--- src/rtl/core/fpfa_pkg.sv ---
// Package for the fixed partition fit allocator.
// Sizes, command and register codes, controller states and the
// command/status structs between controller and datapath. No dependencies.
`timescale 1ns / 1ps

package fpfa_pkg;

    localparam int MAX_PARTS = 16;
    localparam int SIZE_BITS = 16;
    localparam int IDX_BITS  = 4;
    localparam int CNT_BITS  = 5;
    localparam int ADDR_BITS = 3;
    localparam int DATA_BITS = 32;

    localparam logic [1:0] FIT_FIRST = 2'd0;
    localparam logic [1:0] FIT_BEST  = 2'd1;
    localparam logic [1:0] FIT_WORST = 2'd2;

    localparam logic CMD_LOAD  = 1'b0;
    localparam logic CMD_ALLOC = 1'b1;

    localparam logic REG_FIT_MODE   = 1'b0;
    localparam logic REG_PART_COUNT = 1'b1;

    typedef enum logic [1:0] {
        ST_IDLE,
        ST_SCAN,
        ST_COMMIT
    } fpfa_state_t;

    typedef struct packed {
        logic load_we;
        logic start;
        logic step;
        logic commit;
    } fpfa_ctrl_t;

    typedef struct packed {
        logic scan_done;
        logic out_free;
    } fpfa_stat_t;

endpackage

--- src/rtl/core/fpfa_regs.sv ---
// Configuration registers of the fit allocator behind the APB-style port.
// Depends on fpfa_pkg.
`timescale 1ns / 1ps

module fpfa_regs (
    input  logic                           clk,
    input  logic                           rst_n,
    input  logic                           psel,
    input  logic                           penable,
    input  logic                           pwrite,
    input  logic [fpfa_pkg::ADDR_BITS-1:0] paddr,
    input  logic [fpfa_pkg::DATA_BITS-1:0] pwdata,
    output logic [fpfa_pkg::DATA_BITS-1:0] prdata,
    output logic [1:0]                     fit_mode,
    output logic [fpfa_pkg::CNT_BITS-1:0]  partition_count
);

    logic [1:0]                    fit_mode_reg;
    logic [fpfa_pkg::CNT_BITS-1:0] part_count_reg;
    logic                          wr_en;
    logic                          reg_sel;

    assign wr_en   = psel && penable && pwrite;
    assign reg_sel = paddr[2];

    always_ff @(posedge clk or negedge rst_n)
    begin
        if (!rst_n)
        begin
            fit_mode_reg   <= fpfa_pkg::FIT_FIRST;
            part_count_reg <= '0;
        end
        else if (wr_en)
        begin
            if (reg_sel == fpfa_pkg::REG_FIT_MODE)
            begin
                fit_mode_reg <= pwdata[1:0];
            end
            else
            begin
                part_count_reg <= pwdata[fpfa_pkg::CNT_BITS-1:0];
            end
        end
    end

    always_comb
    begin
        unique case (reg_sel)
            fpfa_pkg::REG_FIT_MODE:
                prdata = {{(fpfa_pkg::DATA_BITS-2){1'b0}}, fit_mode_reg};
            fpfa_pkg::REG_PART_COUNT:
                prdata = {{(fpfa_pkg::DATA_BITS-fpfa_pkg::CNT_BITS){1'b0}}, part_count_reg};
            default:
                prdata = '0;
        endcase
    end

    assign fit_mode        = fit_mode_reg;
    assign partition_count = part_count_reg;

endmodule

--- src/rtl/core/fpfa_ctrl.sv ---
// Controller state machine of the fit allocator: accept, scan, commit.
// Depends on fpfa_pkg.
`timescale 1ns / 1ps

module fpfa_ctrl (
    input  logic                 clk,
    input  logic                 rst_n,
    input  logic                 in_valid,
    input  logic                 cmd,
    input  fpfa_pkg::fpfa_stat_t stat,
    output logic                 in_ready,
    output fpfa_pkg::fpfa_ctrl_t ctrl
);

    fpfa_pkg::fpfa_state_t state_reg;
    fpfa_pkg::fpfa_state_t state_next;

    always_ff @(posedge clk or negedge rst_n)
    begin
        if (!rst_n)
        begin
            state_reg <= fpfa_pkg::ST_IDLE;
        end
        else
        begin
            state_reg <= state_next;
        end
    end

    always_comb
    begin
        state_next = state_reg;
        in_ready   = 1'b0;
        ctrl       = '0;
        unique case (state_reg)
            fpfa_pkg::ST_IDLE:
            begin
                in_ready = 1'b1;
                if (in_valid)
                begin
                    if (cmd == fpfa_pkg::CMD_LOAD)
                    begin
                        ctrl.load_we = 1'b1;
                    end
                    else
                    begin
                        ctrl.start = 1'b1;
                        state_next = fpfa_pkg::ST_SCAN;
                    end
                end
            end
            fpfa_pkg::ST_SCAN:
            begin
                if (stat.scan_done)
                begin
                    state_next = fpfa_pkg::ST_COMMIT;
                end
                else
                begin
                    ctrl.step = 1'b1;
                end
            end
            fpfa_pkg::ST_COMMIT:
            begin
                // hold here until the output register can take the result
                ctrl.commit = 1'b1;
                if (stat.out_free)
                begin
                    state_next = fpfa_pkg::ST_IDLE;
                end
            end
            default:
            begin
                state_next = fpfa_pkg::ST_IDLE;
            end
        endcase
    end

endmodule

--- src/rtl/core/fpfa_dp.sv ---
// Datapath of the fit allocator: partition space store, scan comparator,
// pick tracking and the result register. Depends on fpfa_pkg.
`timescale 1ns / 1ps

module fpfa_dp (
    input  logic                           clk,
    input  logic                           rst_n,
    input  fpfa_pkg::fpfa_ctrl_t           ctrl,
    input  logic [fpfa_pkg::IDX_BITS-1:0]  part_index,
    input  logic [fpfa_pkg::SIZE_BITS-1:0] amount,
    input  logic [1:0]                     fit_mode,
    input  logic [fpfa_pkg::CNT_BITS-1:0]  partition_count,
    input  logic                           out_ready,
    output fpfa_pkg::fpfa_stat_t           stat,
    output logic                           out_valid,
    output logic                           granted,
    output logic [fpfa_pkg::IDX_BITS-1:0]  chosen_part,
    output logic [fpfa_pkg::SIZE_BITS-1:0] space_before
);

    logic [fpfa_pkg::SIZE_BITS-1:0] mem_reg [fpfa_pkg::MAX_PARTS];

    logic [fpfa_pkg::SIZE_BITS-1:0] req_reg;
    logic [fpfa_pkg::CNT_BITS-1:0]  scan_idx_reg;
    logic                           found_reg;
    logic [fpfa_pkg::IDX_BITS-1:0]  pick_reg;
    logic [fpfa_pkg::SIZE_BITS-1:0] best_reg;
    logic                           out_valid_reg;
    logic                           granted_reg;
    logic [fpfa_pkg::IDX_BITS-1:0]  chosen_reg;
    logic [fpfa_pkg::SIZE_BITS-1:0] space_reg;

    logic [fpfa_pkg::CNT_BITS-1:0]  limit;
    logic [fpfa_pkg::SIZE_BITS-1:0] entry;
    logic                           fits;
    logic                           take;
    logic                           first_mode;
    logic                           out_free;
    logic                           load_ok;

    assign limit = (partition_count > fpfa_pkg::CNT_BITS'(fpfa_pkg::MAX_PARTS))
                 ? fpfa_pkg::CNT_BITS'(fpfa_pkg::MAX_PARTS) : partition_count;

    assign entry      = mem_reg[scan_idx_reg[fpfa_pkg::IDX_BITS-1:0]];
    assign fits       = entry >= req_reg;
    assign first_mode = (fit_mode != fpfa_pkg::FIT_BEST) && (fit_mode != fpfa_pkg::FIT_WORST);
    assign take       = fits && (!found_reg
                      || ((fit_mode == fpfa_pkg::FIT_BEST) && (entry < best_reg))
                      || ((fit_mode == fpfa_pkg::FIT_WORST) && (entry > best_reg)));

    assign out_free = !out_valid_reg || out_ready;
    assign load_ok  = {1'b0, part_index} < fpfa_pkg::CNT_BITS'(fpfa_pkg::MAX_PARTS);

    assign stat.scan_done = (scan_idx_reg >= limit) || (found_reg && first_mode);
    assign stat.out_free  = out_free;

    // partition store, no reset
    always_ff @(posedge clk)
    begin
        if (ctrl.load_we && load_ok)
        begin
            mem_reg[part_index] <= amount;
        end
        else if (ctrl.commit && found_reg)
        begin
            mem_reg[pick_reg] <= best_reg - req_reg;
        end
    end

    always_ff @(posedge clk)
    begin
        if (ctrl.start)
        begin
            req_reg <= amount;
        end
        if (ctrl.step && take)
        begin
            pick_reg <= scan_idx_reg[fpfa_pkg::IDX_BITS-1:0];
            best_reg <= entry;
        end
        if (ctrl.commit && out_free)
        begin
            granted_reg <= found_reg;
            chosen_reg  <= found_reg ? pick_reg : '0;
            space_reg   <= found_reg ? best_reg : '0;
        end
    end

    always_ff @(posedge clk or negedge rst_n)
    begin
        if (!rst_n)
        begin
            scan_idx_reg  <= '0;
            found_reg     <= 1'b0;
            out_valid_reg <= 1'b0;
        end
        else
        begin
            if (ctrl.start)
            begin
                scan_idx_reg <= '0;
                found_reg    <= 1'b0;
            end
            else if (ctrl.step)
            begin
                scan_idx_reg <= scan_idx_reg + 1'b1;
                if (take)
                begin
                    found_reg <= 1'b1;
                end
            end
            if (ctrl.commit && out_free)
            begin
                out_valid_reg <= 1'b1;
            end
            else if (out_ready)
            begin
                out_valid_reg <= 1'b0;
            end
        end
    end

    assign out_valid    = out_valid_reg;
    assign granted      = granted_reg;
    assign chosen_part  = chosen_reg;
    assign space_before = space_reg;

endmodule

--- src/rtl/core/fixed_partition_fit_allocator_core.sv ---
// Top level of the fixed partition fit allocator.
// Instantiates fpfa_regs, fpfa_ctrl and fpfa_dp; depends on fpfa_pkg.
// A load gives no result. An allocate holds off further input until it
// commits: it scans the partitions below partition_count (at most sixteen)
// one at a time through the single read port and comparator of the store,
// closes the scan, then writes back the reduced space and loads the result
// register, waiting there while that register holds an unread result. First
// fit stops the scan at the first partition that fits. The result register
// takes the result while the input side goes on with loads. The partition
// store has no reset and needs no clearing pass; allocate only over partitions
// that have been loaded.
`timescale 1ns / 1ps

module fixed_partition_fit_allocator_core (
    input  logic                           clk,
    input  logic                           rst_n,
    input  logic                           psel,
    input  logic                           penable,
    input  logic                           pwrite,
    input  logic [fpfa_pkg::ADDR_BITS-1:0] paddr,
    input  logic [fpfa_pkg::DATA_BITS-1:0] pwdata,
    output logic [fpfa_pkg::DATA_BITS-1:0] prdata,
    output logic                           pready,
    input  logic                           in_valid,
    output logic                           in_ready,
    input  logic                           cmd,
    input  logic [fpfa_pkg::IDX_BITS-1:0]  part_index,
    input  logic [fpfa_pkg::SIZE_BITS-1:0] amount,
    output logic                           out_valid,
    input  logic                           out_ready,
    output logic                           granted,
    output logic [fpfa_pkg::IDX_BITS-1:0]  chosen_part,
    output logic [fpfa_pkg::SIZE_BITS-1:0] space_before
);

    logic [1:0]                    fit_mode;
    logic [fpfa_pkg::CNT_BITS-1:0] partition_count;
    fpfa_pkg::fpfa_ctrl_t          ctrl;
    fpfa_pkg::fpfa_stat_t          stat;

    assign pready = 1'b1;

    fpfa_regs u_regs (
        .clk             (clk),
        .rst_n           (rst_n),
        .psel            (psel),
        .penable         (penable),
        .pwrite          (pwrite),
        .paddr           (paddr),
        .pwdata          (pwdata),
        .prdata          (prdata),
        .fit_mode        (fit_mode),
        .partition_count (partition_count)
    );

    fpfa_ctrl u_ctrl (
        .clk      (clk),
        .rst_n    (rst_n),
        .in_valid (in_valid),
        .cmd      (cmd),
        .stat     (stat),
        .in_ready (in_ready),
        .ctrl     (ctrl)
    );

    fpfa_dp u_dp (
        .clk             (clk),
        .rst_n           (rst_n),
        .ctrl            (ctrl),
        .part_index      (part_index),
        .amount          (amount),
        .fit_mode        (fit_mode),
        .partition_count (partition_count),
        .out_ready       (out_ready),
        .stat            (stat),
        .out_valid       (out_valid),
        .granted         (granted),
        .chosen_part     (chosen_part),
        .space_before    (space_before)
    );

endmodule

--- config.mk ---
export PLATFORM = sky130hd
export DESIGN_NAME = fixed_partition_fit_allocator_core
export DESIGN_NICKNAME = d
export VERILOG_FILES = /design/src/rtl/core/fpfa_pkg.sv /design/src/rtl/core/fpfa_regs.sv /design/src/rtl/core/fpfa_ctrl.sv /design/src/rtl/core/fpfa_dp.sv /design/src/rtl/core/fixed_partition_fit_allocator_core.sv
export SDC_FILE = /design/constraint.sdc
export NUM_CORES = 1
export LEC_CHECK = 0
export ABC_CLOCK_PERIOD_IN_PS = 4100
export BUFFER_PORTS_ARGS = -buffer_cell sky130_fd_sc_hd__buf_2
export CORE_UTILIZATION = 40
export DETAILED_ROUTE_END_ITERATION = 6
export PLACE_DENSITY = 0.62
export SYNTH_ARGS = -nofsm -noshare
export SYNTH_HDL_FRONTEND = slang
export SYNTH_SLANG_ARGS = --single-unit
--- constraint.sdc ---
create_clock -name clk -period 4.1 [get_ports clk]
set_input_delay 0.41 -clock clk [delete_from_list [all_inputs] [get_ports clk]]
set_output_delay 0.41 -clock clk [all_outputs]
set_load 0.005 [all_outputs]
== After elaboration in Yosys (flattened, before gate mapping) ==
Memories as Yosys holds them, arrays and structs flattened.
Index checks and enable logic that the tools add are counted.
Operators by class
  magnitude comparators: 5
  multiplexer cells: 30
  add/subtract/negate cells: 2
  reduce and logical (&&, ||, !) cells: 25
  equal/unequal tests: 10
  bitwise operators: 1
Operators with widths (number)
  $pmux W32 S2: 1
  $mux W1: 17
  $ge A16 B16 Y1: 1
  $gt A16 B16 Y1: 1
  $lt A16 B16 Y1: 1
  $mux W16: 1
  $reduce_or A16 Y1: 1
  $sub A16 B16 Y16: 1
  $mux W5: 3
  $mux W2: 6
  $logic_and A1 B1 Y1: 10
  $ne A2 B2 Y1 const B: 4
  $pmux W2 S3: 1
  $reduce_and A2 Y1: 3
  $reduce_bool A2 Y1: 3
  $add A5 B1 Y5 const B: 1
  $ge A5 B5 Y1: 1
  $gt A5 B5 Y1 const B: 1
  $eq A2 B1 Y1 const B: 2
  $eq A2 B2 Y1 const B: 2
  $logic_or A1 B1 Y1: 4
  $mux W4: 1
  $ne A2 B1 Y1 const B: 2
  $reduce_and A4 Y1: 1
  3 further kinds: 4
Word-level totals
  input port bits: 63
  word-level logic and storage cells: 86
  memories: 1
  register bits: 73
  output and inout bits: 56
  bits in writable memories: 256
Memory list
  u_dp.mem_reg: words 16, bits a word 16, read ports 1, clocked after Yosys merged registers in 0, write ports 1, line fpfa_dp.sv:21  | logic [fpfa_pkg::SIZE_BITS-1:0] mem_reg [fpfa_pkg::MAX_PARTS];

== Logic depth before layout (Yosys ltp) ==
Gate-level depths: netlist of run 1.
An unclocked memory read counts as a cell.
  depth in word-level cells: 9
  depth in mapped cells: 12

== Cells and area by module ==
A second synthesis of run 1 with hierarchy kept.
Second synthesis, totals
  cells, all modules: 829
  area, all modules: 14410.1 um^2
By module, submodules not included
  fpfa_dp: instances 1, area an instance 13763.2 um^2, cells an instance 767
  fpfa_regs: instances 1, area an instance 523.0 um^2, cells an instance 49
  fpfa_ctrl: instances 1, area an instance 112.6 um^2, cells an instance 11
  fixed_partition_fit_allocator_core: instances 1, area an instance 11.3 um^2, cells an instance 2

== Least setup slack after synthesis of run 1 ==
OpenSTA, ideal clock, no wires.
  path type: reg2reg
  start point: reg u_dp.scan_idx_reg[1] (netlist name)
  end point: reg u_dp.best_reg[0] (netlist name), enable pin
  arrival: 3.902 ns
  required time: 3.696 ns
  stages on the path, launching flop included: 12
  library setup time: 0.404 ns
  slack: -0.206 ns
  period minus slack after synthesis: 4.306 ns
  cells stage by stage: dfrtp_1 -> buf_2 -> buf_1 -> mux4_2 -> mux4_2 -> ha_1 -> nor2b_1 -> o211ai_1 -> a21boi_0 -> nor4b_1 -> mux2i_1 -> a21oi_1
Between the ends
  word-level cells in the longest chain between the ends: 7
  elaborated cells between the ends (all ways): 14
  classes of those cells: order compare (4); mux (2); reduce/logical (7); memory (1)
RTL lines
  from (decl): line fpfa_dp.sv:24  | logic [fpfa_pkg::CNT_BITS-1:0] scan_idx_reg;
  from (signal assigned): line fpfa_dp.sv:106  | scan_idx_reg <= scan_idx_reg + 1'b1;
  $mem_v2 Z16 W16 *
  via u_dp.entry (one bit): line fpfa_dp.sv:34  | logic [fpfa_pkg::SIZE_BITS-1:0] entry;
  $lt A16 B16 Y1: line fpfa_dp.sv:48  | || ((fit_mode == fpfa_pkg::FIT_BEST) && (entry < best_reg))
  $logic_and A1 B1 Y1: line fpfa_dp.sv:48
  $logic_or A1 B1 Y1: line fpfa_dp.sv:48
  $logic_or A1 B1 Y1: line fpfa_dp.sv:49  | || ((fit_mode == fpfa_pkg::FIT_WORST) && (entry > best_reg)));
  $logic_and A1 B1 Y1 *: line fpfa_dp.sv:47  | assign take = fits && (!found_reg
  $logic_and A1 B1 Y1 *: line fpfa_dp.sv:76  | if (ctrl.step && take)
  to (signal assigned): line fpfa_dp.sv:79  | best_reg <= entry;
  to (decl): line fpfa_dp.sv:27  | logic [fpfa_pkg::SIZE_BITS-1:0] best_reg;
Mark *: on every way through the listed nets, which the timed path passes. The rest lies on a longest branch.
A chain may end at the register's enable or synchronous reset.

== Final worst setup path of run 1 ==
  start point: reg u_dp.scan_idx_reg[0] (netlist name)
  end point: reg u_dp.best_reg[2] (netlist name), enable pin
Same word-level chain as after synthesis.

==> results of run 1 <==
power by group through the flow:
stage               clock network, mW  logic (mW)  registers [mW]
global placement                    0        2.76            4.27
global route                     3.19        3.09            4.23
finish                           3.00        2.81            4.20
CTS                              3.07        2.81            4.20
detailed placement                  0        2.79            4.28
floorplan                           0        1.93            4.22
repair_timing:
action	CTS	global route
endpoints found under the setup margin	0	20
buffers inserted	0	2
hold buffers	1	0
endpoints found under the hold margin	16	0
per-stage QoR:
| stage | power (mW) | hold slack, ns |
|---|---|---|
| 2_1_floorplan | 6.150 | 0.1144 |
| 3_3_place_gp | 7.031 | 0.3457 |
| 3_5_place_dp | 7.067 | 0.3490 |
| 4_1_cts | 10.08 | 0.07710 |
| 5_1_grt | 10.52 | 0.08816 |
| 6_report | 10.01 | 0.09270 |
cells in the final DEF (no fill, tap or decap), types with 9 or more instances in the layout:
| cell | netlist | layout |
|---|---|---|
| sky130_fd_sc_hd__edfxtp_1 | 313 | 313 |
| sky130_fd_sc_hd__mux4_2 | 80 | 80 |
| sky130_fd_sc_hd__buf_2 | 8 | 61 |
| sky130_fd_sc_hd__ha_1 | 55 | 55 |
| sky130_fd_sc_hd__buf_4 | 28 | 43 |
| sky130_fd_sc_hd__inv_1 | 40 | 40 |
| sky130_fd_sc_hd__nor2_1 | 52 | 36 |
| sky130_fd_sc_hd__clkbuf_16 | 0 | 36 |
| sky130_fd_sc_hd__nand2_1 | 34 | 34 |
| sky130_fd_sc_hd__conb_1 | 2 | 28 |
| sky130_fd_sc_hd__a21oi_1 | 23 | 22 |
| sky130_fd_sc_hd__o21ai_0 | 20 | 20 |
| sky130_fd_sc_hd__nor2_2 | 0 | 16 |
| sky130_fd_sc_hd__dfrtp_1 | 16 | 14 |
| sky130_fd_sc_hd__nand3_1 | 12 | 12 |
| sky130_fd_sc_hd__buf_12 | 3 | 12 |
| sky130_fd_sc_hd__clkinv_2 | 0 | 11 |
| sky130_fd_sc_hd__xnor2_1 | 9 | 9 |
| sky130_fd_sc_hd__nand4_1 | 9 | 9 |
| sky130_fd_sc_hd__nor3_1 | 9 | 9 |
routing by layer:
metal	global-route usage, %	wire [um]
met5	0	0
met4	4.179	640
met3	2.850	1905
met2	28.76	15170
met1	23.22	13320
layout make-up:
| type | count | area share, % |
|---|---|---|
| Sequential cell | 329 | 58.40 |
| Tap cell | 461 | 3.436 |
| Clock buffer | 40 | 5.329 |
| Timing Repair Buffer | 119 | 5.411 |
| Clock inverter | 21 | 1.103 |
| Inverter | 41 | 0.9167 |
| Multi-Input combinational cell | 439 | 25.41 |
final timing paths:
kind	from	to	slack [ns]	cells past startpoint
worst max register to register	u_dp.scan_idx_reg[0]$_DFFE_PN0P_	u_dp.best_reg[2]$_DFFE_PP_	0.16	12
worst max-delay path	u_dp.scan_idx_reg[0]$_DFFE_PN0P_	u_dp.best_reg[2]$_DFFE_PP_	0.16	12
max in group asynchronous	rst_n	u_dp.scan_idx_reg[0]$_DFFE_PN0P_	3.43	2
worst min-delay path	amount[14]	u_dp.req_reg[14]$_DFFE_PP_	0.09	1
worst min register to register	u_dp.out_valid$_DFFE_PN0P_	u_dp.out_valid$_DFFE_PN0P_	0.53	2
min in group asynchronous	rst_n	u_regs.partition_count[1]$_DFFE_PN0P_	0.36	2
cell families after synthesis:
logic type               share of synthesized area (%)
adder cells (fa/ha/maj)                          4.897
multiplexers                                     13.14
other                                          0.05194
XOR/XNOR                                        0.9086
AND/OR/NAND/NOR                                  5.183
flip-flops                                       67.77
buffers and inverters                            3.729
AO/OA/AOI/OAI                                    4.318
==> out/qor.csv, run 1 <==
metric;value;unit
Switching Fraction;28.53;%
power density over cell area;596.5;nW/um2
clock tree sinks;329;
result of the run;finished clean;
internal power;7.157;mW
hold violation count in the final report;0;
commonest cells in the synthesized netlist;313 x sky130_fd_sc_hd__edfxtp_1, 80 x sky130_fd_sc_hd__mux4_2, 55 x sky130_fd_sc_hd__ha_1, 52 x sky130_fd_sc_hd__nor2_1, 40 x sky130_fd_sc_hd__inv_1;
number of vias per cell;5.328;
Top Family by Delay on Critical Path;multiplexers;
cell with the biggest individual delay on the critical path;sky130_fd_sc_hd__mux4_2;
clock network latency to the later pin of the worst-skew pair;0.51;ns
count of pins over their slew limit;0;
number of buffers inserted during clock tree synthesis;35;
area growth from synthesis to layout;16.10;%
type of element capturing the critical path;register;
Remaining DRCs;0;
Primary FF master, synth;sky130_fd_sc_hd__edfxtp_1;
sum of routed wire length over all layers;31.03;mm
starting density of the core;40.65;%
portion of total power attributed to sequential cells;42.0;%
dominant cell type by area after synthesis;sky130_fd_sc_hd__edfxtp_1;
number of top-level design ports;119;
element type at the critical path start;register;
transition time at the pin with the least slew margin;1.169;ns
vertical extent of the die;192.1;um
Finished Cell Area;16790;um2
maximum single-stage delay on the critical path;0.57;ns
Yosys reg bits;329;
antenna-violating nets left;0;
area taken by flip-flops and latches;9804;um2
switching component of the power;2.857;mW
total via count after detailed routing;7725;
number of fillers in the final layout;3027;
share of flip-flops with an asynchronous set or reset after synthesis;4.863;%
part of the total power dissipated in combinational logic;28.1;%
aggregate global-route resource usage;17.14;%
TritonCTS clock tree;yes;
flip-flop count of the largest register, all copies and words added;256;
Post-Layout Cell Count;1450;
count of buffer and inverter cells on the critical path;3;
leading post-synthesis cells by cell area;sky130_fd_sc_hd__edfxtp_1 65%, sky130_fd_sc_hd__mux4_2 12%, sky130_fd_sc_hd__ha_1 4.8%;
count of yosys warnings during synthesis;0;
worst-path fanout max;20;
final setup slack of the worst path;0.1616;ns
Leakage;5.923;nW
unrepaired setup endpoints after global routing;no;
part of the total power dissipated in the clock network;30.0;%
share of the core filled with cells;47.20;%
unique cell type count in the Yosys netlist;58;
count of buffers inserted at the top-level ports;61;
tightest slew margin relative to the limit;22.10;%
detailed router's first-iteration violation count;591;
sequential area share after synthesis;67.77;%
PostCTS Resize Cnt;0;
critical path required time;4.30;ns
number of detailed-routing iterations run before antenna repair;5;
final weighted congestion in routability-driven placement;0.8396;
crit path cell chain;buf_12 > mux4_2 > mux4_2 > ha_1 > nand4_1 > nor3_1 > a21boi_0 > nor4b_1 > buf_4 > mux2i_1 > a21oi_2 > buf_12;
wire length of the first global-routing pass;46.26;mm
Site Rows;69;
most repeated cell in the gate-level netlist after synthesis;sky130_fd_sc_hd__edfxtp_1;
Root Buffer;sky130_fd_sc_hd__clkbuf_16;
largest net degree at the start of global routing;34;
portion of synthesized cell area occupied by the leading cell type;65.00;%
area of the multi-input gates;4265;um2
Placed Cells incl. Taps;1385;
data arrival time of the critical path;4.14;ns
clock transition at the register clock pins on the worst setup and hold paths after CTS;0.06;ns
Congestion Overflow GR;0;
placed instance area;15660;um2
antenna violations before repair;0;
final number of setup-violating endpoints;0;
period utilisation layout;96.06;%
die area;36910;um2
via count of the first global-routing pass;7675;
worst slack, placed;0.09230;ns
type of the setup path with the least slack;reg -> reg;
post-synth design cell area;14460;um2
aggregate negative setup slack;0;ns
Max Buffers Root-to-Sink;3;
layout cell share with drive strength beyond 1;28.41;%
detailed placement HPWL;20.17;mm
number of instances in the synthesized netlist;838;
H-tree lvl count;2;
EDFF count, synth;313;
VDD IR max;0.5799;mV
total inserted antenna cells;0;
Final Net Count;1084;
clock skew after layout;0.01784;ns
Post-Synthesis Mean Instance Area;17.26;um2
worst hold path type;in -> reg;
post-route minimum period;3.938;ns
top achievable clock speed;0.2539;GHz
Max-cap violations;0;
area inside the core boundary;35570;um2
Die X;192.1;um
post-detailed-route wirelength per cell;21.40;um
Note: power is estimated with default switching activity, not from simulation.
==> inputs of run 2 (changes only) <==
--- a/config.mk
+++ b/config.mk
@@ -7,9 +7,12 @@
 export LEC_CHECK = 0
 export ABC_CLOCK_PERIOD_IN_PS = 4100
 export BUFFER_PORTS_ARGS = -buffer_cell sky130_fd_sc_hd__buf_2
+export CAP_MARGIN = 20
 export CORE_UTILIZATION = 40
+export CTS_BUF_LIST = sky130_fd_sc_hd__clkbuf_4 sky130_fd_sc_hd__clkbuf_8
 export DETAILED_ROUTE_END_ITERATION = 6
 export PLACE_DENSITY = 0.62
 export SYNTH_ARGS = -nofsm -noshare
 export SYNTH_HDL_FRONTEND = slang
+export SYNTH_HIERARCHICAL = 1
 export SYNTH_SLANG_ARGS = --single-unit
==> run 2 against run 1 <==
- combinational power rose by 24%
- area after synthesis fell by 0.35%
- clock skew rose by 0.0059 ns
- cell count rose by 3.3%
- sequential power barely moved
- non-clock buffer count rose by 18
- design area rose by 1.8%
- via count rose by 1.8%
- largest cell class unchanged
==> out/qor.csv, run 2 <==
metric;value;unit
result of the run;finished clean;
maximum single-stage delay on the critical path;0.57;ns
Post-Synthesis Mean Instance Area;17.38;um2
number of instances in the synthesized netlist;829;
VDD IR max;0.4030;mV
largest net degree at the start of global routing;38;
cell with the biggest individual delay on the critical path;sky130_fd_sc_hd__mux4_2;
worst-case register-to-register setup slack;0.04;ns
layout cell share with drive strength beyond 1;32.50;%
TritonCTS clock tree;yes;
post-synth design cell area;14410;um2
Top Family by Delay on Critical Path;multiplexers;
clock skew after layout;0.02378;ns
number of buffers inserted during clock tree synthesis;53;
most repeated cell in the gate-level netlist after synthesis;sky130_fd_sc_hd__edfxtp_1;
total via count after detailed routing;7866;
vertical extent of the die;191.8;um
clock tree sinks;329;
die area;36790;um2
number of fillers in the final layout;2955;
clock network latency to the later pin of the worst-skew pair;0.58;ns
detailed router's first-iteration violation count;664;
commonest cells in the synthesized netlist;313 x sky130_fd_sc_hd__edfxtp_1, 80 x sky130_fd_sc_hd__mux4_2, 55 x sky130_fd_sc_hd__ha_1, 52 x sky130_fd_sc_hd__nor2_1, 43 x sky130_fd_sc_hd__inv_1;
Congestion Overflow GR;0;
clock transition at the register clock pins on the worst setup and hold paths after CTS;0.06;ns
Reg2Reg Launch Point;u_dp/scan_idx_reg[0]$_DFFE_PN0P_;
hold violation count in the final report;0;
number of detailed-routing iterations run before antenna repair;5;
critical path required time;4.39;ns
unrepaired setup endpoints after global routing;yes;
Critical Path Source;u_dp/scan_idx_reg[0]$_DFFE_PN0P_;
number of top-level design ports;119;
hold wc startpoint;amount[4];
sum of routed wire length over all layers;32.37;mm
worst hold path type;in -> reg;
final weighted congestion in routability-driven placement;0.8292;
starting density of the core;40.61;%
type of the setup path with the least slack;reg -> reg;
Root Buffer;sky130_fd_sc_hd__clkbuf_8;
count of yosys warnings during synthesis;6;
type of element capturing the critical path;register;
count of buffers inserted at the top-level ports;61;
count of pins over their slew limit;0;
portion of synthesized cell area occupied by the leading cell type;65.23;%
Die X;191.8;um
EDFF count, synth;313;
Site Rows;69;
Remaining DRCs;0;
antenna violations before repair;0;
Finished Cell Area;17100;um2
Leakage;6.070;nW
detailed placement HPWL;20.25;mm
Primary FF master, synth;sky130_fd_sc_hd__edfxtp_1;
area growth from synthesis to layout;18.63;%
Placed Cells incl. Taps;1373;
commonest cells after routing, fill and taps aside;313 x sky130_fd_sc_hd__edfxtp_1, 80 x sky130_fd_sc_hd__mux4_2, 61 x sky130_fd_sc_hd__buf_2, 53 x sky130_fd_sc_hd__clkbuf_8, 49 x sky130_fd_sc_hd__buf_4;
total chip power;10.33;mW
top achievable clock speed;0.2460;GHz
data arrival time of the critical path;4.36;ns
Max Buffers Root-to-Sink;3;
count of buffer and inverter cells on the critical path;4;
Worst Hold Depth;1;
most frequent standard cell in the layout excluding fill and tap cells;sky130_fd_sc_hd__edfxtp_1;
transition time at the pin with the least slew margin;1.125;ns
sequential area share after synthesis;68.00;%
post-detailed-route wirelength per cell;21.61;um
Post-Layout Cell Count;1498;
worst-path fanout max;6;
worst-case hold path end point;u_dp/req_reg[4]$_DFFE_PP_;
share of flip-flops with an asynchronous set or reset after synthesis;4.863;%
wire length of the first global-routing pass;46.76;mm
post-route minimum period;4.064;ns
number of vias per cell;5.251;
Max-cap violations;0;
crit path cell chain;buf_12 > clkbuf_16 > mux4_2 > mux4_2 > ha_4 > nand3_4 > or4_4 > a21oi_2 > a211oi_2 > or2_1 > a31oi_4 > buf_12 > clkbuf_16;
Yosys reg bits;329;
tightest slew margin relative to the limit;24.91;%
worst hold slack;0.03337;ns
final number of setup-violating endpoints;0;
reg-to-reg critical path endpoint;u_dp/pick_reg[1]$_DFFE_PP_;
Final Net Count;1111;
antenna-violating nets left;0;
power density over cell area;604.2;nW/um2
dominant cell type by area after synthesis;sky130_fd_sc_hd__edfxtp_1;
via count of the first global-routing pass;7862;
placed instance area;15560;um2
aggregate negative setup slack;0;ns
unique cell type count in the Yosys netlist;61;
Worst Reg-to-Reg Cells;13;
period utilisation layout;99.13;%
leading post-synthesis cells by cell area;sky130_fd_sc_hd__edfxtp_1 65%, sky130_fd_sc_hd__mux4_2 13%, sky130_fd_sc_hd__ha_1 4.8%;
element type at the critical path start;register;
total inserted antenna cells;0;
flip-flop count of the largest register, all copies and words added;256;
area inside the core boundary;35480;um2
aggregate global-route resource usage;17.40;%
H-tree lvl count;2;
run 2: how the worst max path moves through the flow:
stage,to,slack (ns),depth (start not counted)
4_1_cts,u_dp/best_reg[4]$_DFFE_PP_,0.04,11
3_5_place_dp,u_dp/best_reg[6]$_DFFE_PP_,-0.03,11
6_report,u_dp/pick_reg[1]$_DFFE_PP_,0.04,13
3_3_place_gp,u_dp/best_reg[6]$_DFFE_PP_,0.002,11
5_1_grt,u_dp/pick_reg[1]$_DFFE_PP_,-0.03,13
2_1_floorplan,u_dp/best_reg[0]$_DFFE_PP_,0.11,11
run 2: cells by family (layout without fill, tap and decap cells):
| logic type | Yosys count | count (layout) | share of synthesized area, % |
|---|---|---|---|
| XOR/XNOR | 13 | 13 | 0.7901 |
| other | 2 | 28 | 0.05212 |
| multiplexers | 92 | 92 | 13.41 |
| AO/OA/AOI/OAI | 96 | 96 | 4.341 |
| adder cells (fa/ha/maj) | 56 | 56 | 4.914 |
| AND/OR/NAND/NOR | 141 | 141 | 4.784 |
| buffers and inverters | 100 | 282 | 3.699 |
| flip-flops | 329 | 329 | 68.00 |
run 2: power by group:
group / leakage, nW / switching (mW) / internal, mW
Clock: 0.524 / 1.27 / 1.40
Combinational: 2.51 / 1.76 / 1.72
Sequential: 3.03 / 0.119 / 4.06
run 2: worst register-to-register path, stage by stage, from the launching register on:
cell and delay, ns:
sky130_fd_sc_hd__dfrtp_4 0.46, sky130_fd_sc_hd__buf_12 0.17, sky130_fd_sc_hd__clkbuf_16 0.18, sky130_fd_sc_hd__mux4_2 0.53
sky130_fd_sc_hd__mux4_2 0.57, sky130_fd_sc_hd__ha_4 0.33, sky130_fd_sc_hd__nand3_4 0.06, sky130_fd_sc_hd__or4_4 0.54
sky130_fd_sc_hd__a21oi_2 0.14, sky130_fd_sc_hd__a211oi_2 0.06, sky130_fd_sc_hd__or2_1 0.27, sky130_fd_sc_hd__a31oi_4 0.19
sky130_fd_sc_hd__buf_12 0.15, sky130_fd_sc_hd__clkbuf_16 0.16
run 2: metal layers:
layer  up-vias  share of wire, %  GRT usage, %
met2       255                49         28.02
li1       3561                 -             -
met5         -                 0             0
met4         0               2.8         6.838
met3        53               5.8         3.362
met1      3997                43         23.27
run 2: repair_timing:
| action | CTS | global route |
|---|---|---|
| endpoints found under the hold margin | 19 | 0 |
| setup buffers | 0 | 10 |
| hold buffers | 4 | 0 |
| gates resized for setup | 2 | 22 |
| pin swaps | 0 | 6 |
| cloned | 0 | 7 |
| setup endpoints to repair | 20 | 20 |
run 2: cell type report:
| cell class | instances | area (um2) | area share, % |
|---|---|---|---|
| repair buffers | 137 | 1174 | 6.865 |
| flip-flops and latches | 329 | 9804 | 57.35 |
| inverters | 45 | 168.9 | 0.9881 |
| clock buffers | 67 | 834.6 | 4.882 |
| well taps | 461 | 576.8 | 3.374 |
| multi-input cells | 426 | 4368 | 25.55 |
| clock inverters | 33 | 168.9 | 0.9881 |
run 2: per-stage QoR:
step           setup slack [ns]  util (%)
2_1_floorplan            0.1058         -
3_3_place_gp           0.001825     43.84
3_5_place_dp           -0.03306     43.84
4_1_cts                 0.03508     46.80
5_1_grt                -0.02763     48.18
6_report                0.03558     48.18
